File: src/hdl/assert_macros.svh
`ifndef ASSERT_MACROS_SVH
`define ASSERT_MACROS_SVH

// same-cycle implication, switched off while reset is high
`define ASSERT_IMPLIES(label, ck, rs, pre, post) \
  label: assert property (@(posedge ck) disable iff (rs) (pre) |-> (post)) \
    else $error("assertion failed: same-cycle implication");

// next-cycle implication, switched off while reset is high
`define ASSERT_NEXT(label, ck, rs, pre, post) \
  label: assert property (@(posedge ck) disable iff (rs) (pre) |=> (post)) \
    else $error("assertion failed: next-cycle implication");

`endif

File: src/hdl/dgws_pkg.sv
`default_nettype none

package dgws_pkg;

  // fixed field widths
  localparam int NODE_W  = 5;
  localparam int WAVE_W  = 5;
  localparam int COUNT_W = 6;
  localparam int CFG_W   = 6;

  // hard ceiling on graph size, and default for the top level parameter
  localparam int NODE_CAP      = 32;
  localparam int MAX_NODES_DEF = 32;

  localparam logic [WAVE_W-1:0] WAVE_TOP = 5'd31;

  typedef enum logic {
    CMD_ADD_EDGE = 1'b0,
    CMD_BUILD    = 1'b1
  } cmd_t;

  typedef enum logic [1:0] {
    KIND_ACK     = 2'd0,
    KIND_ORDER   = 2'd1,
    KIND_SUMMARY = 2'd2
  } kind_t;

  typedef enum logic [1:0] {
    ST_ADDED = 2'd0,
    ST_DUP   = 2'd1,
    ST_RANGE = 2'd2
  } status_t;

  typedef struct packed {
    cmd_t              cmd;
    logic [NODE_W-1:0] from_node;
    logic [NODE_W-1:0] to_node;
  } in_word_t;

  typedef struct packed {
    kind_t              kind;
    status_t            edge_status;
    logic [NODE_W-1:0]  node_index;
    logic [WAVE_W-1:0]  wave_level;
    logic [COUNT_W-1:0] sorted_count;
    logic [WAVE_W-1:0]  max_wave;
    logic               last;
  } out_word_t;

  // node table operations
  typedef enum logic [1:0] {
    NT_HOLD  = 2'd0,
    NT_CLEAR = 2'd1,
    NT_ACCUM = 2'd2,
    NT_RELAX = 2'd3
  } nt_op_t;

  typedef struct packed {
    nt_op_t            op;
    logic [WAVE_W-1:0] new_wave;
  } nt_cmd_t;

  typedef struct packed {
    logic              pend_zero;
    logic              now_ready;
    logic [WAVE_W-1:0] wave;
    logic [WAVE_W-1:0] wave_upd;
  } nt_stat_t;

  typedef enum logic [3:0] {
    S_IDLE,
    S_EDGE_RD,
    S_EDGE_WR,
    S_BUILD_CLR,
    S_CNT_RD,
    S_CNT_ACC,
    S_SEED,
    S_POP,
    S_NODE,
    S_ROW_LD,
    S_SCAN,
    S_SUMMARY
  } state_t;

endpackage

`default_nettype wire

File: src/hdl/dependency_graph_wave_scheduler.sv
`default_nettype none

// Dependency scheduler over up to MAX_NODES jobs (capped at 32): edges are
// loaded one word at a time into an adjacency bit matrix, and a build word
// produces a topological order of the jobs it can sort, with a wave level
// for each, then a summary word. An add-edge word returns one acknowledge
// word. A build with no jobs in use goes straight to the summary; otherwise
// the in-degree recount reads one matrix row per job in use, through a read
// state and then an accumulate state, seeding the queue tests one job per
// cycle, and the sort walks each sorted job's successor row one bit per
// cycle through the shared node-table update unit. Any output stall holds
// the block until the output register can take the waiting word.
// The block takes no new word until the last result of the current one is
// loaded into the output register; that register lets the next word come in
// while a result still waits downstream. No clearing pass follows reset: the
// matrix rows carry valid flags, and the ready queue is always written before
// it is read.

`include "assert_macros.svh"

module dependency_graph_wave_scheduler #(
  parameter int MAX_NODES = dgws_pkg::MAX_NODES_DEF
) (
  input  wire logic                       clk,
  input  wire logic                       rst,
  input  wire logic                       in_valid,
  output logic                            in_ready,
  input  wire dgws_pkg::in_word_t         in_data,
  output logic                            out_valid,
  input  wire logic                       out_ready,
  output dgws_pkg::out_word_t             out_data,
  input  wire logic                       cfg_we,
  input  wire logic [dgws_pkg::CFG_W-1:0] cfg_data
);
  import dgws_pkg::*;

  // storage is sized by the smaller of the parameter and the hard ceiling
  localparam int DEPTH = (MAX_NODES < NODE_CAP) ? MAX_NODES : NODE_CAP;
  localparam int IDX_W = $clog2(DEPTH);
  localparam int CNT_W = $clog2(DEPTH + 1);

  // configuration: number of jobs in use
  logic [CFG_W-1:0] num_nodes;
  logic [CNT_W-1:0] n;
  logic [DEPTH-1:0] mask;

  // sequencer state and counters
  state_t            state, state_next;
  logic [IDX_W-1:0]  cnt, cnt_next;
  logic [CNT_W-1:0]  head, head_next;
  logic [CNT_W-1:0]  tail, tail_next;
  logic [WAVE_W-1:0] maxw, maxw_next;
  logic [WAVE_W-1:0] nw, nw_next;
  logic [DEPTH-1:0]  row_reg, row_next;
  logic [NODE_W-1:0] from_reg, to_reg;
  logic              cnt_last;

  // edge matrix ram
  logic             er_we;
  logic [IDX_W-1:0] er_raddr;
  logic [DEPTH-1:0] er_wdata;
  logic [DEPTH-1:0] er_rdata;

  // ready queue
  logic             fifo_we;
  logic [IDX_W-1:0] fifo_wdata;
  logic [IDX_W-1:0] fifo_q;

  // node table
  nt_cmd_t          nt_cmd;
  nt_stat_t         nt_stat;
  logic [IDX_W-1:0] nt_addr;

  // output register
  logic      emit;
  logic      slot_free;
  out_word_t out_next;
  status_t   edge_st;

  // config write, no handshake
  always_ff @(posedge clk) begin
    if (rst) begin
      num_nodes <= '0;
    end else if (cfg_we) begin
      num_nodes <= cfg_data;
    end
  end

  // effective job count and in-use column mask
  always_comb begin
    n = (num_nodes > CFG_W'(DEPTH)) ? CNT_W'(DEPTH) : CNT_W'(num_nodes);
    for (int j = 0; j < DEPTH; j++) begin
      mask[j] = (CNT_W'(j) < n);
    end
  end

  assign cnt_last  = (CNT_W'(cnt) == (n - CNT_W'(1)));
  assign slot_free = !out_valid || out_ready;

  // classify an add-edge word against the row read back from the matrix
  always_comb begin
    if ((COUNT_W'(from_reg) >= COUNT_W'(n)) || (COUNT_W'(to_reg) >= COUNT_W'(n))) begin
      edge_st = ST_RANGE;
    end else if (er_rdata[to_reg[IDX_W-1:0]]) begin
      edge_st = ST_DUP;
    end else begin
      edge_st = ST_ADDED;
    end
  end

  // matrix read address follows the phase
  always_comb begin
    case (state)
      S_EDGE_RD, S_EDGE_WR: er_raddr = from_reg[IDX_W-1:0];
      S_CNT_RD, S_CNT_ACC:  er_raddr = cnt;
      default:              er_raddr = fifo_q;
    endcase
  end

  assign er_wdata = er_rdata | (DEPTH'(1) << to_reg[IDX_W-1:0]);

  // sequencer: next state, unit controls and counter updates
  always_comb begin
    state_next      = state;
    in_ready        = 1'b0;
    emit            = 1'b0;
    out_next        = '0;
    er_we           = 1'b0;
    fifo_we         = 1'b0;
    fifo_wdata      = cnt;
    nt_cmd.op       = NT_HOLD;
    nt_cmd.new_wave = nw;
    nt_addr         = cnt;
    cnt_next        = cnt;
    head_next       = head;
    tail_next       = tail;
    maxw_next       = maxw;
    nw_next         = nw;
    row_next        = row_reg;

    case (state)
      S_IDLE: begin
        in_ready = 1'b1;
        if (in_valid) begin
          state_next = (in_data.cmd == CMD_BUILD) ? S_BUILD_CLR : S_EDGE_RD;
        end
      end

      S_EDGE_RD: begin
        state_next = S_EDGE_WR;
      end

      S_EDGE_WR: begin
        if (slot_free) begin
          emit                 = 1'b1;
          out_next.kind        = KIND_ACK;
          out_next.edge_status = edge_st;
          out_next.last        = 1'b1;
          er_we                = (edge_st == ST_ADDED);
          state_next           = S_IDLE;
        end
      end

      S_BUILD_CLR: begin
        nt_cmd.op  = NT_CLEAR;
        head_next  = '0;
        tail_next  = '0;
        cnt_next   = '0;
        maxw_next  = '0;
        state_next = (n == '0) ? S_SUMMARY : S_CNT_RD;
      end

      S_CNT_RD: begin
        state_next = S_CNT_ACC;
      end

      // in-degree recount, one predecessor row at a time
      S_CNT_ACC: begin
        nt_cmd.op = NT_ACCUM;
        if (cnt_last) begin
          cnt_next   = '0;
          state_next = S_SEED;
        end else begin
          cnt_next   = cnt + IDX_W'(1);
          state_next = S_CNT_RD;
        end
      end

      // jobs with no predecessors enter the queue in index order
      S_SEED: begin
        if (nt_stat.pend_zero) begin
          fifo_we   = 1'b1;
          tail_next = tail + CNT_W'(1);
        end
        if (cnt_last) begin
          state_next = S_POP;
        end else begin
          cnt_next = cnt + IDX_W'(1);
        end
      end

      S_POP: begin
        state_next = (head < tail) ? S_NODE : S_SUMMARY;
      end

      // emit the queue head and fetch its successor row
      S_NODE: begin
        nt_addr = fifo_q;
        if (slot_free) begin
          emit                = 1'b1;
          out_next.kind       = KIND_ORDER;
          out_next.node_index = NODE_W'(fifo_q);
          out_next.wave_level = nt_stat.wave;
          nw_next    = (nt_stat.wave == WAVE_TOP) ? WAVE_TOP : nt_stat.wave + WAVE_W'(1);
          head_next  = head + CNT_W'(1);
          state_next = S_ROW_LD;
        end
      end

      S_ROW_LD: begin
        row_next   = er_rdata & mask;
        cnt_next   = '0;
        state_next = S_SCAN;
      end

      // successor walk, one column per cycle in ascending order
      S_SCAN: begin
        if (row_reg[cnt]) begin
          nt_cmd.op = NT_RELAX;
          if (nt_stat.wave_upd > maxw) begin
            maxw_next = nt_stat.wave_upd;
          end
          if (nt_stat.now_ready && (tail < CNT_W'(DEPTH))) begin
            fifo_we   = 1'b1;
            tail_next = tail + CNT_W'(1);
          end
        end
        if (cnt_last) begin
          state_next = S_POP;
        end else begin
          cnt_next = cnt + IDX_W'(1);
        end
      end

      S_SUMMARY: begin
        if (slot_free) begin
          emit                  = 1'b1;
          out_next.kind         = KIND_SUMMARY;
          out_next.sorted_count = COUNT_W'(head);
          out_next.max_wave     = maxw;
          out_next.last         = 1'b1;
          state_next            = S_IDLE;
        end
      end

      default: begin
        state_next = S_IDLE;
      end
    endcase
  end

  always_ff @(posedge clk) begin
    if (rst) begin
      state <= S_IDLE;
      cnt   <= '0;
      head  <= '0;
      tail  <= '0;
    end else begin
      state <= state_next;
      cnt   <= cnt_next;
      head  <= head_next;
      tail  <= tail_next;
    end
  end

  always_ff @(posedge clk) begin
    maxw    <= maxw_next;
    nw      <= nw_next;
    row_reg <= row_next;
    if (in_valid && in_ready) begin
      from_reg <= in_data.from_node;
      to_reg   <= in_data.to_node;
    end
  end

  // output word register
  always_ff @(posedge clk) begin
    if (rst) begin
      out_valid <= 1'b0;
    end else if (emit) begin
      out_valid <= 1'b1;
    end else if (out_ready) begin
      out_valid <= 1'b0;
    end
  end

  always_ff @(posedge clk) begin
    if (emit) begin
      out_data <= out_next;
    end
  end

  dgws_edge_ram #(
    .DEPTH (DEPTH)
  ) u_edge_ram (
    .clk   (clk),
    .rst   (rst),
    .we    (er_we),
    .waddr (from_reg[IDX_W-1:0]),
    .wdata (er_wdata),
    .raddr (er_raddr),
    .rdata (er_rdata)
  );

  dgws_ready_fifo #(
    .DEPTH (DEPTH)
  ) u_ready_fifo (
    .clk   (clk),
    .we    (fifo_we),
    .waddr (tail[IDX_W-1:0]),
    .wdata (fifo_wdata),
    .raddr (head[IDX_W-1:0]),
    .rdata (fifo_q)
  );

  dgws_node_table #(
    .DEPTH (DEPTH)
  ) u_node_table (
    .clk  (clk),
    .cmd  (nt_cmd),
    .addr (nt_addr),
    .row  (er_rdata & mask),
    .stat (nt_stat)
  );

  // queue read pointer never passes the write pointer
  `ASSERT_IMPLIES(a_head_le_tail, clk, rst, 1'b1, head <= tail)
  // every job is queued at most once, so the queue never outgrows the job count
  `ASSERT_IMPLIES(a_tail_le_n, clk, rst, state == S_SCAN, tail <= n)
  // a taken word keeps the block busy on the next cycle
  `ASSERT_NEXT(a_busy_after_take, clk, rst, in_valid && in_ready, !in_ready)
  // the summary never counts more jobs than are in use
  `ASSERT_IMPLIES(a_summary_count, clk, rst, emit && (out_next.kind == KIND_SUMMARY),
                  out_next.sorted_count <= COUNT_W'(n))

endmodule

`default_nettype wire

File: src/hdl/dgws_edge_ram.sv
`default_nettype none

module dgws_edge_ram #(
  parameter int DEPTH = dgws_pkg::NODE_CAP
) (
  input  wire logic                       clk,
  input  wire logic                       rst,
  input  wire logic                       we,
  input  wire logic [$clog2(DEPTH)-1:0]   waddr,
  input  wire logic [DEPTH-1:0]           wdata,
  input  wire logic [$clog2(DEPTH)-1:0]   raddr,
  output logic      [DEPTH-1:0]           rdata
);
  import dgws_pkg::*;

  logic [DEPTH-1:0] mem [DEPTH];
  logic [DEPTH-1:0] row_valid;
  logic [DEPTH-1:0] q;
  logic             q_valid;

  // row bits live in ram, the valid flags give the cleared-on-reset view
  always_ff @(posedge clk) begin
    if (we) begin
      mem[waddr] <= wdata;
    end
    q <= mem[raddr];
  end

  always_ff @(posedge clk) begin
    if (rst) begin
      row_valid <= '0;
      q_valid   <= 1'b0;
    end else begin
      if (we) begin
        row_valid[waddr] <= 1'b1;
      end
      q_valid <= row_valid[raddr];
    end
  end

  assign rdata = q_valid ? q : '0;

endmodule

`default_nettype wire

File: src/hdl/dgws_ready_fifo.sv
`default_nettype none

module dgws_ready_fifo #(
  parameter int DEPTH = dgws_pkg::NODE_CAP
) (
  input  wire logic                     clk,
  input  wire logic                     we,
  input  wire logic [$clog2(DEPTH)-1:0] waddr,
  input  wire logic [$clog2(DEPTH)-1:0] wdata,
  input  wire logic [$clog2(DEPTH)-1:0] raddr,
  output logic      [$clog2(DEPTH)-1:0] rdata
);
  import dgws_pkg::*;

  logic [$clog2(DEPTH)-1:0] mem [DEPTH];

  // contents undefined until written, read data registered
  always_ff @(posedge clk) begin
    if (we) begin
      mem[waddr] <= wdata;
    end
    rdata <= mem[raddr];
  end

endmodule

`default_nettype wire

File: src/hdl/dgws_node_table.sv
`default_nettype none

module dgws_node_table #(
  parameter int DEPTH = dgws_pkg::NODE_CAP
) (
  input  wire logic                     clk,
  input  wire dgws_pkg::nt_cmd_t        cmd,
  input  wire logic [$clog2(DEPTH)-1:0] addr,
  input  wire logic [DEPTH-1:0]         row,
  output dgws_pkg::nt_stat_t            stat
);
  import dgws_pkg::*;

  localparam int CNT_W = $clog2(DEPTH + 1);

  logic [CNT_W-1:0]  pend [DEPTH];
  logic [WAVE_W-1:0] wave [DEPTH];
  logic [CNT_W-1:0]  p;
  logic [WAVE_W-1:0] w;

  // one shared compare / decrement unit on the addressed node
  always_comb begin
    p              = pend[addr];
    w              = wave[addr];
    stat.pend_zero = (p == '0);
    stat.now_ready = (p == CNT_W'(1));
    stat.wave      = w;
    stat.wave_upd  = (w < cmd.new_wave) ? cmd.new_wave : w;
  end

  always_ff @(posedge clk) begin
    case (cmd.op)
      NT_CLEAR: begin
        for (int j = 0; j < DEPTH; j++) begin
          pend[j] <= '0;
          wave[j] <= '0;
        end
      end
      NT_ACCUM: begin
        // one predecessor row per cycle, every column counted in parallel
        for (int j = 0; j < DEPTH; j++) begin
          pend[j] <= pend[j] + CNT_W'(row[j]);
        end
      end
      NT_RELAX: begin
        wave[addr] <= stat.wave_upd;
        if (p != '0) begin
          pend[addr] <= p - CNT_W'(1);
        end
      end
      default: begin
      end
    endcase
  end

endmodule

`default_nettype wire

File: config.mk
export PLATFORM = sky130hd
export DESIGN_NAME = dependency_graph_wave_scheduler
export DESIGN_NICKNAME = d
export VERILOG_FILES = /design/src/hdl/dgws_pkg.sv /design/src/hdl/dependency_graph_wave_scheduler.sv /design/src/hdl/dgws_edge_ram.sv /design/src/hdl/dgws_ready_fifo.sv /design/src/hdl/dgws_node_table.sv
export VERILOG_INCLUDE_DIRS = /design/src /design/src/hdl
export SDC_FILE = /design/constraint.sdc
export NUM_CORES = 2
export LEC_CHECK = 0
export BUFFER_PORTS_ARGS = -buffer_cell sky130_fd_sc_hd__buf_2
export CORE_ASPECT_RATIO = 1.4
export CORE_UTILIZATION = 45
export CTS_BUF_LIST = sky130_fd_sc_hd__clkbuf_2 sky130_fd_sc_hd__clkbuf_4 sky130_fd_sc_hd__clkbuf_8
export DETAILED_ROUTE_END_ITERATION = 8
export PLACE_DENSITY = 0.7
export SYNTH_ARGS = -nofsm -noshare
export SYNTH_HDL_FRONTEND = slang
export SYNTH_SLANG_ARGS = --single-unit
File: constraint.sdc
create_clock -name clk -period 16.9 [get_ports clk]
set_input_delay 3.38 -clock clk [delete_from_list [all_inputs] [get_ports clk]]
set_output_delay 3.38 -clock clk [all_outputs]
set_load 0.05 [all_outputs]
=== Word level (Yosys, flattened, before mapping) ===
Memories as Yosys holds them, arrays and structs flattened. A register that Yosys moved wholly into a read port is not among the register bits.
Cells that the tools add are included.

* Output and inout bits: 28
* Word-level logic and storage cells: 305
* Input port bits: 22
* Memories kept: 4
* RAM bits: 1536
* Bits in registers: 139

{| class="wikitable"
|+ Memory list
! name !! depth !! width !! rd ports !! clocked after Yosys merged registers in !! wr ports !! RTL line !! text
|-
| u_edge_ram.mem || 32 || 32 || 1 || 1 || 1 || dgws_edge_ram.sv:16 || <nowiki>logic [DEPTH-1:0] mem [DEPTH];</nowiki>
|-
| u_node_table.pend || 32 || 6 || 33 || 0 || 32 || dgws_node_table.sv:16 || <nowiki>logic [CNT_W-1:0] pend [DEPTH];</nowiki>
|-
| u_node_table.wave || 32 || 5 || 1 || 0 || 32 || dgws_node_table.sv:17 || <nowiki>logic [WAVE_W-1:0] wave [DEPTH];</nowiki>
|-
| u_ready_fifo.mem || 32 || 5 || 1 || 1 || 1 || dgws_ready_fifo.sv:15 || <nowiki>logic [$clog2(DEPTH)-1:0] mem [DEPTH];</nowiki>
|}

* Muxes and demuxes: 105
* Equality and inequality tests: 26
* Bitwise gates (word level): 35
* Reductions and logical operators: 32
* Add/sub/neg operators: 38
* $lt $le $gt $ge: 44
* Shift-type cells: 1

{| class="wikitable"
|+ Operators by type and width
! cell !! number
|-
| $mux 6 || 38
|-
| $add 6x1->6 || 32
|-
| $lt 5x6->1 const A || 16
|-
| $or 32x32->32 || 2
|-
| $lt 4x6->1 const A || 8
|-
| $mux 5 || 9
|-
| $pmux 4 s10 || 1
|-
| $and 32x32->32 || 1
|-
| $mux 1 || 32
|-
| $mux 32 || 1
|-
| $or 1x1->1 || 32
|-
| $shl 1x5->32 const A || 1
|-
| $lt 3x6->1 const A || 4
|-
| $lt 5x6->1 const B || 4
|-
| $mux 4 || 5
|-
| $pmux 5 s2 || 2
|-
| $pmux 6 s3 || 1
|-
| $eq 4x3->1 const B || 4
|-
| $eq 4x4->1 const B || 4
|-
| $bmux 1 s5 || 3
|-
| $pmux 5 s3 || 1
|-
| $ne 2x2->1 const B || 7
|-
| $add 6x1->6 const B || 2
|-
| $ge 5x6->1 || 2
|-
| other kinds (39) || 69
|}

=== Logic depth before layout (Yosys ltp) ===
* Depth in word-level cells: 10
* Depth in mapped cells: 26

=== By module ===
Synthesis repeated with hierarchy kept, for this count alone.

* Cell total of the unflattened synthesis: 4370
* Area, all modules: 75233.4 sq um

{| class="wikitable"
|+ By module, submodules not included
! module !! times used !! sequential area each (sq um) !! area an instance (sq um) !! cells each
|-
| dgws_edge_ram || 1 || 32050.7 || 40956.8 || 1692
|-
| dgws_node_table || 1 || 10570.1 || 21486.9 || 1783
|-
| dependency_graph_wave_scheduler || 1 || 2902.8 || 6444.9 || 618
|-
| dgws_ready_fifo || 1 || 4904.7 || 6344.8 || 277
|}

=== Worst setup path before layout ===
No wires, ideal clock.

* Kind: input to register
* From: input port out_ready
* To: memory u_edge_ram.mem[10][0] (netlist name), enable pin
* Data required time: 16.477 ns
* Stages on the path: 7
* Arrival time: 6.068 ns
* Slack: 10.409 ns
* Buffers on the path: 1
* Cell sequence: nand2b_1 -> clkbuf_1 -> nand3_1 -> a221oi_1 -> and2_1 -> nand3_1 -> nor2_1

* Word-level cells in the longest chain between the ends: 5

{| class="wikitable"
|+ Ends and longest elaborated chain
! element !! RTL line !! text
|-
| from (decl) || dependency_graph_wave_scheduler.sv:30 || <nowiki>input wire logic out_ready,</nowiki>
|-
| $logic_or 1x1->1 || dependency_graph_wave_scheduler.sv:98 || <nowiki>assign slot_free = !out_valid || out_ready;</nowiki>
|-
| $mux 1 || dependency_graph_wave_scheduler.sv:154 || <nowiki>if (slot_free) begin</nowiki>
|-
| $mux 1 || dependency_graph_wave_scheduler.sv:141 || <nowiki>case (state)</nowiki>
|-
| $mux 1 || dgws_edge_ram.sv:23 || <nowiki>if (we) begin</nowiki>
|-
| $mux 1 (implied by the code) || dgws_edge_ram.sv:24 || <nowiki>mem[waddr] <= wdata;</nowiki>
|-
| to (decl) || dgws_edge_ram.sv:16 ||
|}

No other way between the ends.

==> metrics.md <==
| Metric | Value |
|---|---|
| Run status | finished clean |
| Synth-to-layout area growth | 10.1% |
| Number of flip-flops in the largest register | 1024 |
| Startpoint type of the worst setup path | flop |
| Height of the die | 488 um |
| Final #Nets | 5899 |
| Maximum VDD drop | 285 uV |
| Number of levels the H-tree was split into | 4 |
| Top Ports | 50 |
| Net Count, Synth | 5933 |
| Clock Path Buffers | 3 |
| Number of enable flip-flop cells after synthesis | 1614 |
| Main synth FF type | edfxtp_1 |
| Met2 Use GR | 39.5% |
| Most common cell after layout, fill and taps aside | edfxtp_1 |
| Routed len/inst | 25.0 um |
| Footprint of the multi-input gates | 24100 um2 |
| Max-slew violation count | 0 |
| Final ANT Viol Nets | 0 |
| Width of the die | 349 um |
| Total global routing track utilization | 23.9% |
| Number of storage elements in the synthesis netlist | 1712 |
| Cells along the critical path | nor4b_4 -> buf_4 -> mux2_4 -> buf_4 -> mux4_2 -> o22ai_1 -> nor4_1 -> ha_1 -> and3_1 -> a21boi_0 -> nand2_2 -> a21oi_4 -> buf_4 -> inv_2 -> ha_1 -> nor2b_1 -> o21a_1 -> o21ai_0 -> nand2b_1 -> a21oi_1 -> a311oi_1 -> o22a_1 |
| Leading cell types in the layout, fill and taps excluded | edfxtp_1, nand2_1, a211oi_1 |
| Drt first pass iters | 6 |
| Number of antenna violations at the first check in global routing | 5 |
| Fin worst setup slack | 9210 ps |
| F_max | 130 MHz |
| Final setup fails | 0 |
| Arrival @ worst endpoint | 8390 ps |
| Post-CTS setup buffer count | 0 |
| Count of max-cap constraint violations | 0 |
| Post-detailed-placement half-perimeter wirelength | 120 mm |
| Overall via count from detail_route | 49422 |
| Post-synthesis instance area | 75900 um2 |
| Met1 track demand over resource | 28.7% |
| Total number of yosys warnings | 0 |
| Synthesized area per cell | 13.1 um2 |
| Worst max-slew margin expressed relative to the limit | 10.8% |
| Critical register-to-register path startpoint | state[3]$_SDFFE_PP0P_ |
| Worst Path Required | 17600 ps |
| Std cell rows | 178 |
| Setup Slack @ Placement | 9250 ps |
| Number of buffers created by CTS | 237 |
| CP endpoint kind | flop |
| Slowest cell on the critical path | nor4_1 |
| TritonCTS clock tree | done |
| Worst Path Max Fanout | 49 |
| Vias per Instance | 6.01 |
| Count of buffering cells on the critical path with inverters included | 4 |
| Global-route wire length before repair | 304 mm |
| Share of layout cells above drive strength 1 | 13.3% |
| Most frequent CP cell | buf_4 |
| Worst-Skew Late Latency | 1010 ps |
| DRC violations left | 0 |
| Maximum number of pins on one net before global-route repair | 204 |
| Actual slew at the worst max-slew pin | 1330 ps |
| Share of flip-flops with an asynchronous set or reset after synthesis | 0% |
| Combined flip-flop and latch cell area | 50400 um2 |
| Share of the yosys chip area belonging to registers | 66.4% |
| Aggregate routed wire length | 206 mm |
| Post-CTS resize count | 0 |
| Delay-heaviest family, CP | simple AND/OR/NAND/NOR gates |
| Critical hold path startpoint | u_edge_ram.row_valid[11]$_SDFFE_PP0P_ |
| Netlist cell types | 77 |
| Number of hold buffers added after cts | 0 |
| Final RePlAce weighted congestion | 0.945 |
| DRC marker count from the first detailed-route iteration | 5167 |
| Path type of the worst setup path | flop to flop |
| Pwr/cell area | 161 nW/um2 |
| Buffer cell driving the clock tree root | clkbuf_8 |
| Delay of the slowest cell on the worst path | 900 ps |
| Clock Skew | 74.7 ps |
| Period utilization | 45.5% |
| Fill cell total of the finished layout | 14054 |
| Largest registers | u_edge_ram.mem: 1024 flops, u_node_table.pend: 192 flops |
| Minimum clock period after layout | 7690 ps |
| Initial Util | 45.3% |
| Vias in the first global route | 48183 |
| Static power due to leakage | 27.3 nW |
| Area enclosed by the die boundary | 170000 um2 |
| Post-Route Setup TNS | 0 ps |
| Start point of the critical path | state[3]$_SDFFE_PP0P_ |
| Met3 GRT Util | 4.68% |
| Syn Inst Count | 5806 |
| Core area | 168000 um2 |
| Register with the most flip-flops | u_edge_ram.mem |
| Setup repair after global routing missed its margin | false |
| I/O Buffers | 49 |
| Class of the tightest hold or removal check | flop to flop |
| Clock sink total | 1712 |
| Total gr overflow | 0 |
| Final count of hold timing violations | 0 |
| Most used routing layer | met2 |
| Clock slew at reported path FFs | 70 ps |
-- through the flow --
stage          hold slack [ps]  power, W  utilization [%]  cells  area (um2)
6_report                   458    0.0134             49.8   8228       83500
5_1_grt                    478    0.0140             49.8   8227       83500
4_1_cts                    462    0.0134             49.8   8224       83500
3_5_place_dp               446    0.0101             46.8   7783       78600
3_3_place_gp               439    0.0100             46.8   7783       78600
2_1_floorplan              432   0.00860                -   5806       75900
-- area by class of cell --
type | instances | share of cell area [%]
flip-flops and latches | 1712 | 60.4
clock buffers | 359 | 5.20
clock inverters | 82 | 0.752
well taps | 2250 | 3.37
diodes | 4 | 0.0120
inverters | 45 | 0.202
multi-input cells | 3630 | 28.8
repair buffers | 146 | 1.26
-- cells in the mapped netlist, types with 14 or more instances --
| cell | instances | area [um2] |
|---|---|---|
| edfxtp_1 | 1614 | 48500 |
| nand2_1 | 1003 | 3760 |
| nor2_1 | 331 | 1240 |
| clkbuf_1 | 317 | 1190 |
| a211oi_1 | 301 | 2260 |
| and2_1 | 285 | 1780 |
| a311oi_1 | 201 | 1760 |
| o21ai_0 | 170 | 851 |
| nand3_1 | 156 | 781 |
| mux4_2 | 118 | 2660 |
| ha_1 | 105 | 1310 |
| dfxtp_1 | 98 | 1960 |
| xnor2_1 | 80 | 701 |
| nand2b_1 | 78 | 488 |
| o31ai_1 | 78 | 586 |
| a31oi_1 | 72 | 450 |
| mux2i_1 | 70 | 701 |
| nor3_1 | 68 | 340 |
| xor2_1 | 68 | 596 |
| a21oi_1 | 56 | 280 |
| buf_1 | 43 | 161 |
| inv_1 | 39 | 146 |
| and3_1 | 38 | 238 |
| a211o_1 | 35 | 307 |
| buf_2 | 34 | 170 |
| o21a_1 | 34 | 255 |
| o22ai_1 | 34 | 213 |
| o311ai_0 | 34 | 298 |
| o21ai_1 | 31 | 155 |
| a21o_1 | 23 | 173 |
| mux2_2 | 15 | 169 |
| buf_6 | 14 | 158 |
| nand4_1 | 14 | 87.6 |
-- worst register-to-register path, cell delays in order, from the launching register on --
cell	delay (ps)
dfxtp_1	700
nor4b_4	300
buf_4	360
mux2_4	600
buf_4	770
mux4_2	400
o22ai_1	120
nor4_1	900
ha_1	410
and3_1	220
a21boi_0	360
nand2_2	250
a21oi_4	160
buf_4	400
inv_2	60
ha_1	290
nor2b_1	140
o21a_1	120
o21ai_0	70
nand2b_1	80
a21oi_1	70
a311oi_1	290
o22a_1	320
-- power breakdown --
group / total [W] / switching (W) / internal, W
Sequential: 0.00541 / 0.000253 / 0.00516
Clock: 0.00332 / 0.00158 / 0.00174
Combinational: 0.00469 / 0.00330 / 0.00139
Total: 0.0134 / 0.00514 / 0.00828
-- kinds of logic after synthesis --
logic type | share of synthesized area (%)
adder cells (fa/ha/maj) | 1.73
multiplexers | 4.65
AND/OR/NAND/NOR | 12.2
buffers and inverters | 2.54
AO/OA/AOI/OAI | 10.7
flip-flops | 66.4
XOR/XNOR | 1.73
-- layer usage --
metal	up-vias	routed length, um
met3	579	16700
met4	0	13500
met1	24542	75800
met5	-	0
li1	21910	-
met2	2391	100000
-- path summary, 6_finish.rpt --
check | to | slack [ps] | cells after the start
worst max-delay path | maxw[1]$_SDFFCE_PN0P_ | 9210 | 22
worst min-delay path | u_edge_ram.row_valid[11]$_SDFFE_PP0P_ | 460 | 1
worst max register to register | maxw[1]$_SDFFCE_PN0P_ | 9210 | 22
worst min register to register | u_edge_ram.row_valid[11]$_SDFFE_PP0P_ | 460 | 1
(Power assumes the default switching activity.)
